<file path="config.mk">
export PLATFORM = sky130hd
export DESIGN_NAME = ultrasonic_echo_ranger_top
export DESIGN_NICKNAME = d
export VERILOG_FILES = /design/src/rtl/core/uer_pkg.sv /design/src/rtl/core/uer_cfg_regs.sv /design/src/rtl/core/uer_fsm.sv /design/src/rtl/core/ultrasonic_echo_ranger_top.sv
export VERILOG_INCLUDE_DIRS = /design/src /design/src/rtl/core
export SDC_FILE = /design/constraint.sdc
export NUM_CORES = 1
export LEC_CHECK = 0
export CAP_MARGIN = 20
export CORE_UTILIZATION = 30
export CTS_CLUSTER_DIAMETER = 100
export DETAILED_ROUTE_END_ITERATION = 12
export DONT_BUFFER_PORTS = 1
export HOLD_SLACK_MARGIN = 0.05
export PLACE_DENSITY = 0.48
export SLEW_MARGIN = 20
export SYNTH_ARGS = -nofsm -noshare
export SYNTH_HDL_FRONTEND = slang
export SYNTH_SLANG_ARGS = --single-unit
</file>
<file path="constraint.sdc">
create_clock -name clk_i -period 8.2 [get_ports clk_i]
set_input_delay 1.23 -clock clk_i [delete_from_list [all_inputs] [get_ports clk_i]]
set_output_delay 1.23 -clock clk_i [all_outputs]
set_load 0.005 [all_outputs]
</file>
<file path="src/rtl/core/ultrasonic_echo_ranger_top_assert.svh">
// Assertion macros for the ultrasonic echo ranger.
// Used by the top level; relies on the clock and reset named in each use.
`ifndef ULTRASONIC_ECHO_RANGER_TOP_ASSERT_SVH
`define ULTRASONIC_ECHO_RANGER_TOP_ASSERT_SVH

// Same-cycle implication, checked out of reset.
`define UER_ASSERT_IMPL(label, clk, rst_n, ante, cons) \
  label: assert property (@(posedge clk) disable iff (!rst_n) (ante) |-> (cons)) \
    else $error("%m: assertion failed");

// Next-cycle implication, checked out of reset.
`define UER_ASSERT_NEXT(label, clk, rst_n, ante, cons) \
  label: assert property (@(posedge clk) disable iff (!rst_n) (ante) |=> (cons)) \
    else $error("%m: assertion failed");

`endif

</file>
<file path="src/rtl/core/uer_pkg.sv">
// Shared types and constants for the ultrasonic echo ranger.
// No dependencies.
package uer_pkg;

  localparam int unsigned CNT_W      = 17;
  localparam int unsigned SPEED_W    = 10;
  localparam int unsigned MAXD_W     = 23;
  localparam int unsigned DIST_W     = 26;
  localparam int unsigned CFG_IDX_W  = 2;
  localparam int unsigned CFG_DATA_W = 23;

  localparam int unsigned TRIG_LOW_TICKS_DEF  = 40;
  localparam int unsigned TRIG_HIGH_TICKS_DEF = 100;

  localparam logic [SPEED_W-1:0] SPEED_RST   = SPEED_W'(343);
  localparam logic [CNT_W-1:0]   TIMEOUT_RST = CNT_W'(11662);
  localparam logic [MAXD_W-1:0]  MAXD_RST    = MAXD_W'(2000000);

  typedef enum logic [CFG_IDX_W-1:0] {
    CFG_SPEED   = 2'd0,
    CFG_TIMEOUT = 2'd1,
    CFG_MAXDIST = 2'd2
  } cfg_idx_e;

  typedef enum logic [2:0] {
    PH_IDLE      = 3'd0,
    PH_TRIG_LOW  = 3'd1,
    PH_TRIG_HIGH = 3'd2,
    PH_WAIT_RISE = 3'd3,
    PH_MEASURE   = 3'd4
  } phase_e;

  typedef enum logic [1:0] {
    ST_MEASURED = 2'd0,
    ST_BUSY     = 2'd1,
    ST_NO_ECHO  = 2'd2
  } status_e;

  typedef struct packed {
    logic [SPEED_W-1:0] speed;
    logic [CNT_W-1:0]   timeout;
    logic [MAXD_W-1:0]  max_dist;
  } cfg_t;

  typedef struct packed {
    logic              trigger;
    logic              done;
    status_e           status;
    logic [DIST_W-1:0] distance;
  } res_t;

endpackage

</file>
<file path="src/rtl/core/uer_cfg_regs.sv">
// Configuration registers of the ultrasonic echo ranger.
// Depends on uer_pkg.
module uer_cfg_regs
  import uer_pkg::*;
(
  input  logic                  clk_i,
  input  logic                  rst_ni,
  input  logic                  cfg_we_i,
  input  logic [CFG_IDX_W-1:0]  cfg_index_i,
  input  logic [CFG_DATA_W-1:0] cfg_data_i,
  output cfg_t                  cfg_o
);

  cfg_t cfg_q;

  // Write the addressed register; ignore unknown indexes
  always_ff @(posedge clk_i or negedge rst_ni) begin
    if (!rst_ni) begin
      cfg_q.speed    <= SPEED_RST;
      cfg_q.timeout  <= TIMEOUT_RST;
      cfg_q.max_dist <= MAXD_RST;
    end else if (cfg_we_i) begin
      case (cfg_idx_e'(cfg_index_i))
        CFG_SPEED:   cfg_q.speed    <= cfg_data_i[SPEED_W-1:0];
        CFG_TIMEOUT: cfg_q.timeout  <= cfg_data_i[CNT_W-1:0];
        CFG_MAXDIST: cfg_q.max_dist <= cfg_data_i[MAXD_W-1:0];
        default: ;
      endcase
    end
  end

  assign cfg_o = cfg_q;

endmodule

</file>
<file path="src/rtl/core/uer_fsm.sv">
// Measurement sequencer: phase state, tick counters and the result of one tick.
// Depends on uer_pkg.
module uer_fsm
  import uer_pkg::*;
#(
  parameter int unsigned TRIG_LOW_TICKS  = TRIG_LOW_TICKS_DEF,
  parameter int unsigned TRIG_HIGH_TICKS = TRIG_HIGH_TICKS_DEF
) (
  input  logic clk_i,
  input  logic rst_ni,
  input  logic step_i,
  input  logic echo_i,
  input  logic start_i,
  input  cfg_t cfg_i,
  output res_t res_o
);

  localparam logic [CNT_W-1:0] LowTicks  = CNT_W'(TRIG_LOW_TICKS);
  localparam logic [CNT_W-1:0] HighTicks = CNT_W'(TRIG_HIGH_TICKS);
  localparam logic [CNT_W-1:0] OneTick   = CNT_W'(1);

  phase_e                     phase_q, phase_d;
  logic   [CNT_W-1:0]         count_q, count_d;
  logic   [CNT_W-1:0]         width_q, width_d;
  logic   [CNT_W-1:0]         count_inc, count_sat, width_sat, rep_width;
  logic                       rise_ok, width_full;
  logic   [CNT_W+SPEED_W-1:0] product;

  // Shared tick arithmetic
  always_comb begin
    count_inc  = count_q + OneTick;
    count_sat  = (count_q == '1) ? count_q : count_inc;
    width_sat  = (width_q == '1) ? width_q : width_q + OneTick;
    rise_ok    = echo_i && (count_q < cfg_i.timeout);
    width_full = width_sat >= cfg_i.timeout;
    if (phase_q == PH_WAIT_RISE) begin
      rep_width = OneTick;
    end else if (echo_i) begin
      rep_width = width_sat;
    end else begin
      rep_width = width_q;
    end
    product = rep_width * cfg_i.speed;
  end

  // Next phase and counters
  always_comb begin
    phase_d = phase_q;
    count_d = count_q;
    width_d = width_q;
    case (phase_q)
      PH_TRIG_LOW: begin
        count_d = count_inc;
        if (count_inc >= LowTicks) begin
          phase_d = PH_TRIG_HIGH;
          count_d = '0;
        end
      end
      PH_TRIG_HIGH: begin
        count_d = count_inc;
        if (count_inc >= HighTicks) begin
          phase_d = PH_WAIT_RISE;
          count_d = '0;
        end
      end
      PH_WAIT_RISE: begin
        if (rise_ok) begin
          width_d = OneTick;
          count_d = '0;
          phase_d = (OneTick >= cfg_i.timeout) ? PH_IDLE : PH_MEASURE;
        end else if (count_sat >= cfg_i.timeout) begin
          phase_d = PH_IDLE;
          count_d = '0;
        end else begin
          count_d = count_sat;
        end
      end
      PH_MEASURE: begin
        if (!echo_i) begin
          phase_d = PH_IDLE;
          count_d = '0;
        end else begin
          width_d = width_sat;
          if (width_full) begin
            phase_d = PH_IDLE;
            count_d = '0;
          end
        end
      end
      default: begin
        phase_d = PH_IDLE;
        if (start_i && !echo_i) begin
          phase_d = PH_TRIG_LOW;
          count_d = '0;
          width_d = '0;
        end
      end
    endcase
  end

  // Result of this tick
  always_comb begin
    res_o = '{trigger: 1'b0, done: 1'b0, status: ST_MEASURED, distance: '0};
    case (phase_q)
      PH_TRIG_LOW: ;
      PH_TRIG_HIGH: res_o.trigger = 1'b1;
      PH_WAIT_RISE: begin
        if (rise_ok) begin
          if (OneTick >= cfg_i.timeout) begin
            res_o.done     = 1'b1;
            res_o.distance = product[DIST_W:1];
          end
        end else if (count_sat >= cfg_i.timeout) begin
          res_o.done   = 1'b1;
          res_o.status = ST_NO_ECHO;
        end
      end
      PH_MEASURE: begin
        if (!echo_i || width_full) begin
          res_o.done     = 1'b1;
          res_o.distance = product[DIST_W:1];
        end
      end
      default: begin
        if (start_i && echo_i) begin
          res_o.done     = 1'b1;
          res_o.status   = ST_BUSY;
          res_o.distance = DIST_W'(cfg_i.max_dist);
        end
      end
    endcase
  end

  // Advance state once per tick
  always_ff @(posedge clk_i or negedge rst_ni) begin
    if (!rst_ni) begin
      phase_q <= PH_IDLE;
      count_q <= '0;
      width_q <= '0;
    end else if (step_i) begin
      phase_q <= phase_d;
      count_q <= count_d;
      width_q <= width_d;
    end
  end

endmodule

</file>
<file path="src/rtl/core/ultrasonic_echo_ranger_top.sv">
// Ultrasonic echo ranger: takes one sampled tick per clock cycle and returns one
// result per tick, which passes through the input register, then the
// sequencer logic and one 17x10 multiply into the result register. A stalled
// result blocks new ticks only once the input register is also full.
// Depends on uer_pkg, uer_cfg_regs, uer_fsm and the assertion macro header.
`include "ultrasonic_echo_ranger_top_assert.svh"

module ultrasonic_echo_ranger_top
  import uer_pkg::*;
#(
  parameter int unsigned TRIG_LOW_TICKS  = TRIG_LOW_TICKS_DEF,
  parameter int unsigned TRIG_HIGH_TICKS = TRIG_HIGH_TICKS_DEF
) (
  input  logic                  clk_i,
  input  logic                  rst_ni,
  input  logic                  cfg_we_i,
  input  logic [CFG_IDX_W-1:0]  cfg_index_i,
  input  logic [CFG_DATA_W-1:0] cfg_data_i,
  input  logic                  in_valid_i,
  output logic                  in_stall_o,
  input  logic                  echo_level_i,
  input  logic                  start_request_i,
  output logic                  out_valid_o,
  input  logic                  out_stall_i,
  output logic                  trigger_level_o,
  output logic                  done_res_o,
  output logic [1:0]            status_o,
  output logic [DIST_W-1:0]     distance_um_o
);

  cfg_t cfg;
  res_t res, res_q;
  logic s1_valid_q, echo_q, start_q;
  logic out_free, s1_adv, in_xfer;

  uer_cfg_regs u_cfg (
    .clk_i       (clk_i),
    .rst_ni      (rst_ni),
    .cfg_we_i    (cfg_we_i),
    .cfg_index_i (cfg_index_i),
    .cfg_data_i  (cfg_data_i),
    .cfg_o       (cfg)
  );

  // Pipeline control
  assign out_free   = !out_valid_o || !out_stall_i;
  assign s1_adv     = s1_valid_q && out_free;
  assign in_stall_o = s1_valid_q && !out_free;
  assign in_xfer    = in_valid_i && !in_stall_o;

  // Input register
  always_ff @(posedge clk_i or negedge rst_ni) begin
    if (!rst_ni) begin
      s1_valid_q <= 1'b0;
    end else if (in_xfer || s1_adv) begin
      s1_valid_q <= in_xfer;
    end
  end

  always_ff @(posedge clk_i) begin
    if (in_xfer) begin
      echo_q  <= echo_level_i;
      start_q <= start_request_i;
    end
  end

  uer_fsm #(
    .TRIG_LOW_TICKS  (TRIG_LOW_TICKS),
    .TRIG_HIGH_TICKS (TRIG_HIGH_TICKS)
  ) u_fsm (
    .clk_i   (clk_i),
    .rst_ni  (rst_ni),
    .step_i  (s1_adv),
    .echo_i  (echo_q),
    .start_i (start_q),
    .cfg_i   (cfg),
    .res_o   (res)
  );

  // Result register
  always_ff @(posedge clk_i or negedge rst_ni) begin
    if (!rst_ni) begin
      out_valid_o <= 1'b0;
    end else if (out_free) begin
      out_valid_o <= s1_valid_q;
    end
  end

  always_ff @(posedge clk_i) begin
    if (s1_adv) begin
      res_q <= res;
    end
  end

  assign trigger_level_o = res_q.trigger;
  assign done_res_o      = res_q.done;
  assign status_o        = res_q.status;
  assign distance_um_o   = res_q.distance;

  // Checks on the result encoding and the stall path
  `UER_ASSERT_IMPL(a_idle_res_zero, clk_i, rst_ni, out_valid_o && !done_res_o,
                   status_o == ST_MEASURED && distance_um_o == '0)
  `UER_ASSERT_IMPL(a_trig_not_done, clk_i, rst_ni, out_valid_o && trigger_level_o,
                   !done_res_o)
  `UER_ASSERT_IMPL(a_no_echo_zero, clk_i, rst_ni, out_valid_o && status_o == ST_NO_ECHO,
                   distance_um_o == '0)
  `UER_ASSERT_NEXT(a_stall_holds_s1, clk_i, rst_ni, in_stall_o, s1_valid_q)

endmodule

</file>
# == Word level (Yosys, flattened, before mapping) ==
# Index checks and enable logic that the tools add are counted.
# op_classes
add_sub_neg,2
multipliers,1
div_mod_pow,0
order_cmp,6
eq_ne,13
n_shift,0
n_mux,36
n_bitwise,1
reduce_logical,25
# ops
operator,count
$mux 17,12
$mux 26,3
$pmux 26 s3,1
$pmux 17 s4,1
$pmux 17 s3,1
$add 17x1->17 const B,2
$eq 17x17->1 const B,2
$ge 17x17->1,2
$mux 29,1
$mul 17x10->27,1
$mux 3,8
$ge 1x17->1 const A,1
$ge 17x6->1 const B,1
$ge 17x7->1 const B,1
$lt 17x17->1,1
$pmux 3 s4,1
$eq 3x2->1 const B,2
$logic_and 1x1->1,6
$ne 2x1->1 const B,3
$ne 3x2->1 const B,2
$reduce_and 2->1,3
$logic_not 1->1,5
$mux 1,5
$reduce_and 5->1,1
other kinds (16),18
# word_totals
ff_bits,121
latchBits,0
ram_bits,0
romBits,0
inputBits,32
output_inout_bits,32
word_cells,98
n_memories,0

# == Longest topological paths before layout ==
# logic_depth
ltp_word,8
depth_mapped,30
depth_no_buf,27

# == By module ==
# From an unflattened synthesis, not the netlist that was laid out.
# unflattened
cells_unflattened,1377
hier_area_um2,13394.1
# by_module_without_submodules
module,instances,cells_each,area_each_um2,seq_area_each_um2
uer_fsm,1,1230,10289.9,925.9
uer_cfg_regs,1,107,2050.7,1277.5
ultrasonic_echo_ranger_top,1,40,1053.5,1011.0

# == Least setup slack after synthesis ==
# Ideal clock, no wire load.
# synth_path
path_type,reg2reg
start,register u_fsm.width_q[2]
end,"register res_q, in the netlist distance_um_o[24] (data pin)"
setup_ps,135
t_arrival_ps,6962
t_required_ps,8065
setup_slack_ps,1103
stages_incl_launch_ff,30
n_path_buf,3
synth_period_minus_slack_ps,7097
cell_sequence,dfrtp_1 buf_2 and3_1 buf_2 nand4_1 o31ai_2 or2_1 buf_2 o21ai_1 a21oi_2 nand2_1 fa_1 inv_1 fa_1 inv_1 fa_1 inv_1 fa_1 inv_1 fa_1 inv_1 ha_1 and4_1 and2_1 a311o_1 a31oi_4 o31ai_2 a31o_1 or4_1 nand3_1
# synth_lines
element,line,text
"start, declared",uer_fsm.sv:24,"logic [CNT_W-1:0] width_q, width_d;"
"start signal, assigned",uer_fsm.sv:143,width_q <= width_d;
"end signal, assigned",ultrasonic_echo_ranger_top.sv:91,res_q <= res;
"end, declared",ultrasonic_echo_ranger_top.sv:32,"res_t res, res_q;"

==> impl_results.md <==
- Status: finished, final reports clean
- Final Instance Area: 14000 µm²
- Worst R2R End: distance_um_o[24]$_DFFE_PP_
- CTS Root Cell: clkbuf_16
- Critical Path Fanout Max: 10
- Cell variety after synth: 69
- Critical Path Start Type: flop
- Placed Area: 13400 µm²
- Syn Nets: 1645
- Vias: 9710
- Die width: 209 µm
- Num CTS Buffers: 17
- Hold WS: 0.465 ns
- Commonest non-fill, non-tap cells in the layout: 161 x nand2_1, 156 x inv_1, 118 x fa_1
- WP depth: 24
- Crit-path slowest cell: fa_1
- Worst setup EP type: flop
- Residual DRC count: 0
- Crit-path leading delay family: adder cells
- Power per cell area: 167 nW/µm²
- Seq/Total Area, Yosys: 25.0%
- Main flop type after synthesis: dfrtp_1
- Detailed Route WL: 36400 µm
- Most common cell after layout, fill and taps aside: nand2_1
- Final Non-Filler Cells: 1905
- Initial DRC count: 530
- Initial core utilization: 30.6%
- Switching Share: 37.8%
- Bufs and invs on worst path: 3
- Fin crit period: 7.75 ns
- Worst vdd ir: 0.000130 V
- Max-slew headroom: 35.7%
- Finish-stage setup viols: 0
- Largest net degree at the start of global routing: 90
- Sum Neg Setup Slack: 0 ns
- Cells after Synth: 1378
- CP startpoint: u_fsm.width_q[2]$_DFFE_PN0P_
- Fin nets: 1617
- Worst R2R Start: u_fsm.width_q[2]$_DFFE_PN0P_
- Pre-antenna DRT Iters: 5
- Slew Limit Fails: 0
- Leak pwr: 0.00656 µW
- Die Y: 209 µm
- Row cnt: 75
- Clock share of power: 32.2%
- Post-DR vias/cell: 5.10
- Core Region: 42100 µm²
- Initial antenna violation count: 1
- Net Switching: 883 µW
- Final Cycle Share: 94.6%
- Setup crit end: distance_um_o[24]$_DFFE_PP_
- Area delta synth->final: 8.67%
- Clock-pin slew on the worst setup and hold paths: 0.06 ns
- Ranking of synthesized cells by area: fa_1 18%, dfrtp_1 13%, ha_1 11%
- Int Pwr: 1450 µW
- Reg2Reg Setup Slack: 0.45 ns
- Worst Path Arrival: 8.08 ns
- Reg power frac: 36.7%
- HPWL Detailed: 27900 µm
- Synth top area share: 18.3%
- Routability congestion estimate: 0.826
- Depth of the worst register-to-register path: 24
- Kind of critical path: flop to flop
- CTS sink cnt: 121
- Maximum clock insertion buffer count: 2
- IO Pins: 64
- Post-DR wirelength/cell: 19.1 µm
- DIE AREA: 43800 µm²
- Clock Latency Late Sink: 0.47 ns
- Hold Path Class: input port to async pin
- Post-synth EDFFs: 32
- CP Cell Sequence: and3_1, nand4_1, o31ai_2, or2_1, xor2_1, nor2_1, nand2_1, fa_1, fa_1, inv_1, fa_1, fa_1, inv_1, fa_1, inv_1, ha_1, and4_1, and2_1, a311o_1, a31oi_4, o31ai_2, a31o_1, or4_1, nand3_1
- F_max: 129 MHz
- Ys async rst share: 73.6%
- Worst slew pin tran: 0.961 ns
- Crit-path max cell delay: 0.55 ns
- Fillers: 4302
- CTS tree: done
- Clock Skew: 0.0176 ns
- First-pass GRT wire length: 58700 µm
- Synth Warn #: 0
- Layout cell share with drive strength beyond 1: 10.3%
- CP most frequent cell: fa_1
- #FFs+latches synth: 121
- I/O Buffers: 0
- Antenna viol nets, final: 0
- Final design utilization: 33.2%
- Unrepaired setup endpoints after global routing: false
- Total global routing overflow: 0
- Total track usage: 17.8%
- Cells after DPL: 1870
- Vias in the first global route: 10.3k
- Netlist Area Pre-Place: 12900 µm²
- Syn_area_per_cell: 9.34 µm²
- Post-synth top area cell: fa_1
- Max Cap Viol: 0
- H-tree depth: 4
- Comb power frac: 31.1%
- Req. time, crit path: 8.53 ns
- Final Hold Viols: 0
==> worst min path at each step <==
stage,start,to
2_1_floorplan,s1_valid_q$_DFFE_PN0P_,out_valid_o$_DFFE_PN0P_
3_3_place_gp,s1_valid_q$_DFFE_PN0P_,out_valid_o$_DFFE_PN0P_
3_5_place_dp,u_cfg.cfg_o[2]$_DFFE_PN0P_,u_cfg.cfg_o[2]$_DFFE_PN0P_
4_1_cts,rst_ni,s1_valid_q$_DFFE_PN0P_
5_1_grt,rst_ni,out_valid_o$_DFFE_PN0P_
6_report,rst_ni,u_fsm.count_q[3]$_DFFE_PN0P_
==> synth_stat cells, types with 21 or more instances <==
master and number:
clkbuf_1 42, ha_1 117, and2_1 88, nand2_1 161, fa_1 118, a21oi_1 44, xnor2_1 32, inv_1 157
dfstp_2 21, edfxtp_1 32, o21ai_1 35, nor2_1 53, o21ai_0 39, mux2_2 51, nand3_1 37, dfrtp_1 68
xor2_1 29
==> cell type report <==
| cell class | instances | area (µm²) | share of cell area [%] |
|---|---|---|---|
| antenna | 3 | 7.51 | 0.0536 |
| clock buffer | 21 | 440 | 3.15 |
| tap | 539 | 674 | 4.82 |
| inverter | 159 | 597 | 4.27 |
| clock inverter | 11 | 125 | 0.894 |
| timing repair buffer | 15 | 113 | 0.805 |
| sequential | 121 | 3210 | 23.0 |
| multi-input combinational | 1036 | 8820 | 63.0 |
==> layer usage <==
metal	vias to the layer above	track usage [%]	wire length [µm]	share of wire, %
met5	-	0	0	0
met4	0	7.07	1100	3.0
met3	36	3.83	1320	3.6
met2	154	29.8	17300	47
met1	4892	22.2	16700	46
li1	4628	-	-	-
==> registers in the layout, summed over array words and instances, names as in the netlist <==
name             count
start_q              1
s1_valid_q           1
u_fsm.width_q       17
u_cfg.cfg_o         50
distance_um_o       26
echo_q               1
done_res_o           1
out_valid_o          1
trigger_level_o      1
u_fsm.phase_q        3
status_o             2
u_fsm.count_q       17
==> worst register-to-register path, delay by kind of cell (launching register included) <==
kind	cells	cell delay (ns)
compound gates	5	1.43
xor+xnor	1	0.11
fa+ha+maj	6	2.97
buf+inv	3	0.15
flops	1	0.50
simple gates	9	2.44
==> power groups by stage <==
stage	logic, µW	registers [µW]	clock network (µW)
finish	727	856	753
CTS	739	856	781
global route	826	874	800
detailed placement	733	867	0
floorplan	580	778	0
global placement	729	864	0
==> kinds of logic (layout without fill, tap and decap cells) <==
family,Yosys count,count (layout),synth area share (%)
other cells,0,3,0
fa+ha+maj,236,236,29.8
simple gates,444,444,17.3
compound gates,241,241,12.5
flops,121,121,25.0
buf+inv,221,206,6.62
mux,54,54,4.69
xor+xnor,61,61,4.15
==> what timing repair did <==
item / 4_1_cts / 5_1_grt
hold buffers: 0 / 0
resized for setup: 0 / 1
setup buffers: 0 / 0
endpoints found under the setup margin: 0 / 1
==> through the flow <==
step | setup slack, ns | total power (µW)
finish | 0.446 | 2340
CTS | 0.412 | 2380
global route | 0.0135 | 2500
global placement | 0.568 | 1590
detailed placement | 0.455 | 1600
floorplan | 1.10 | 1360
(Power assumes the default switching activity.)
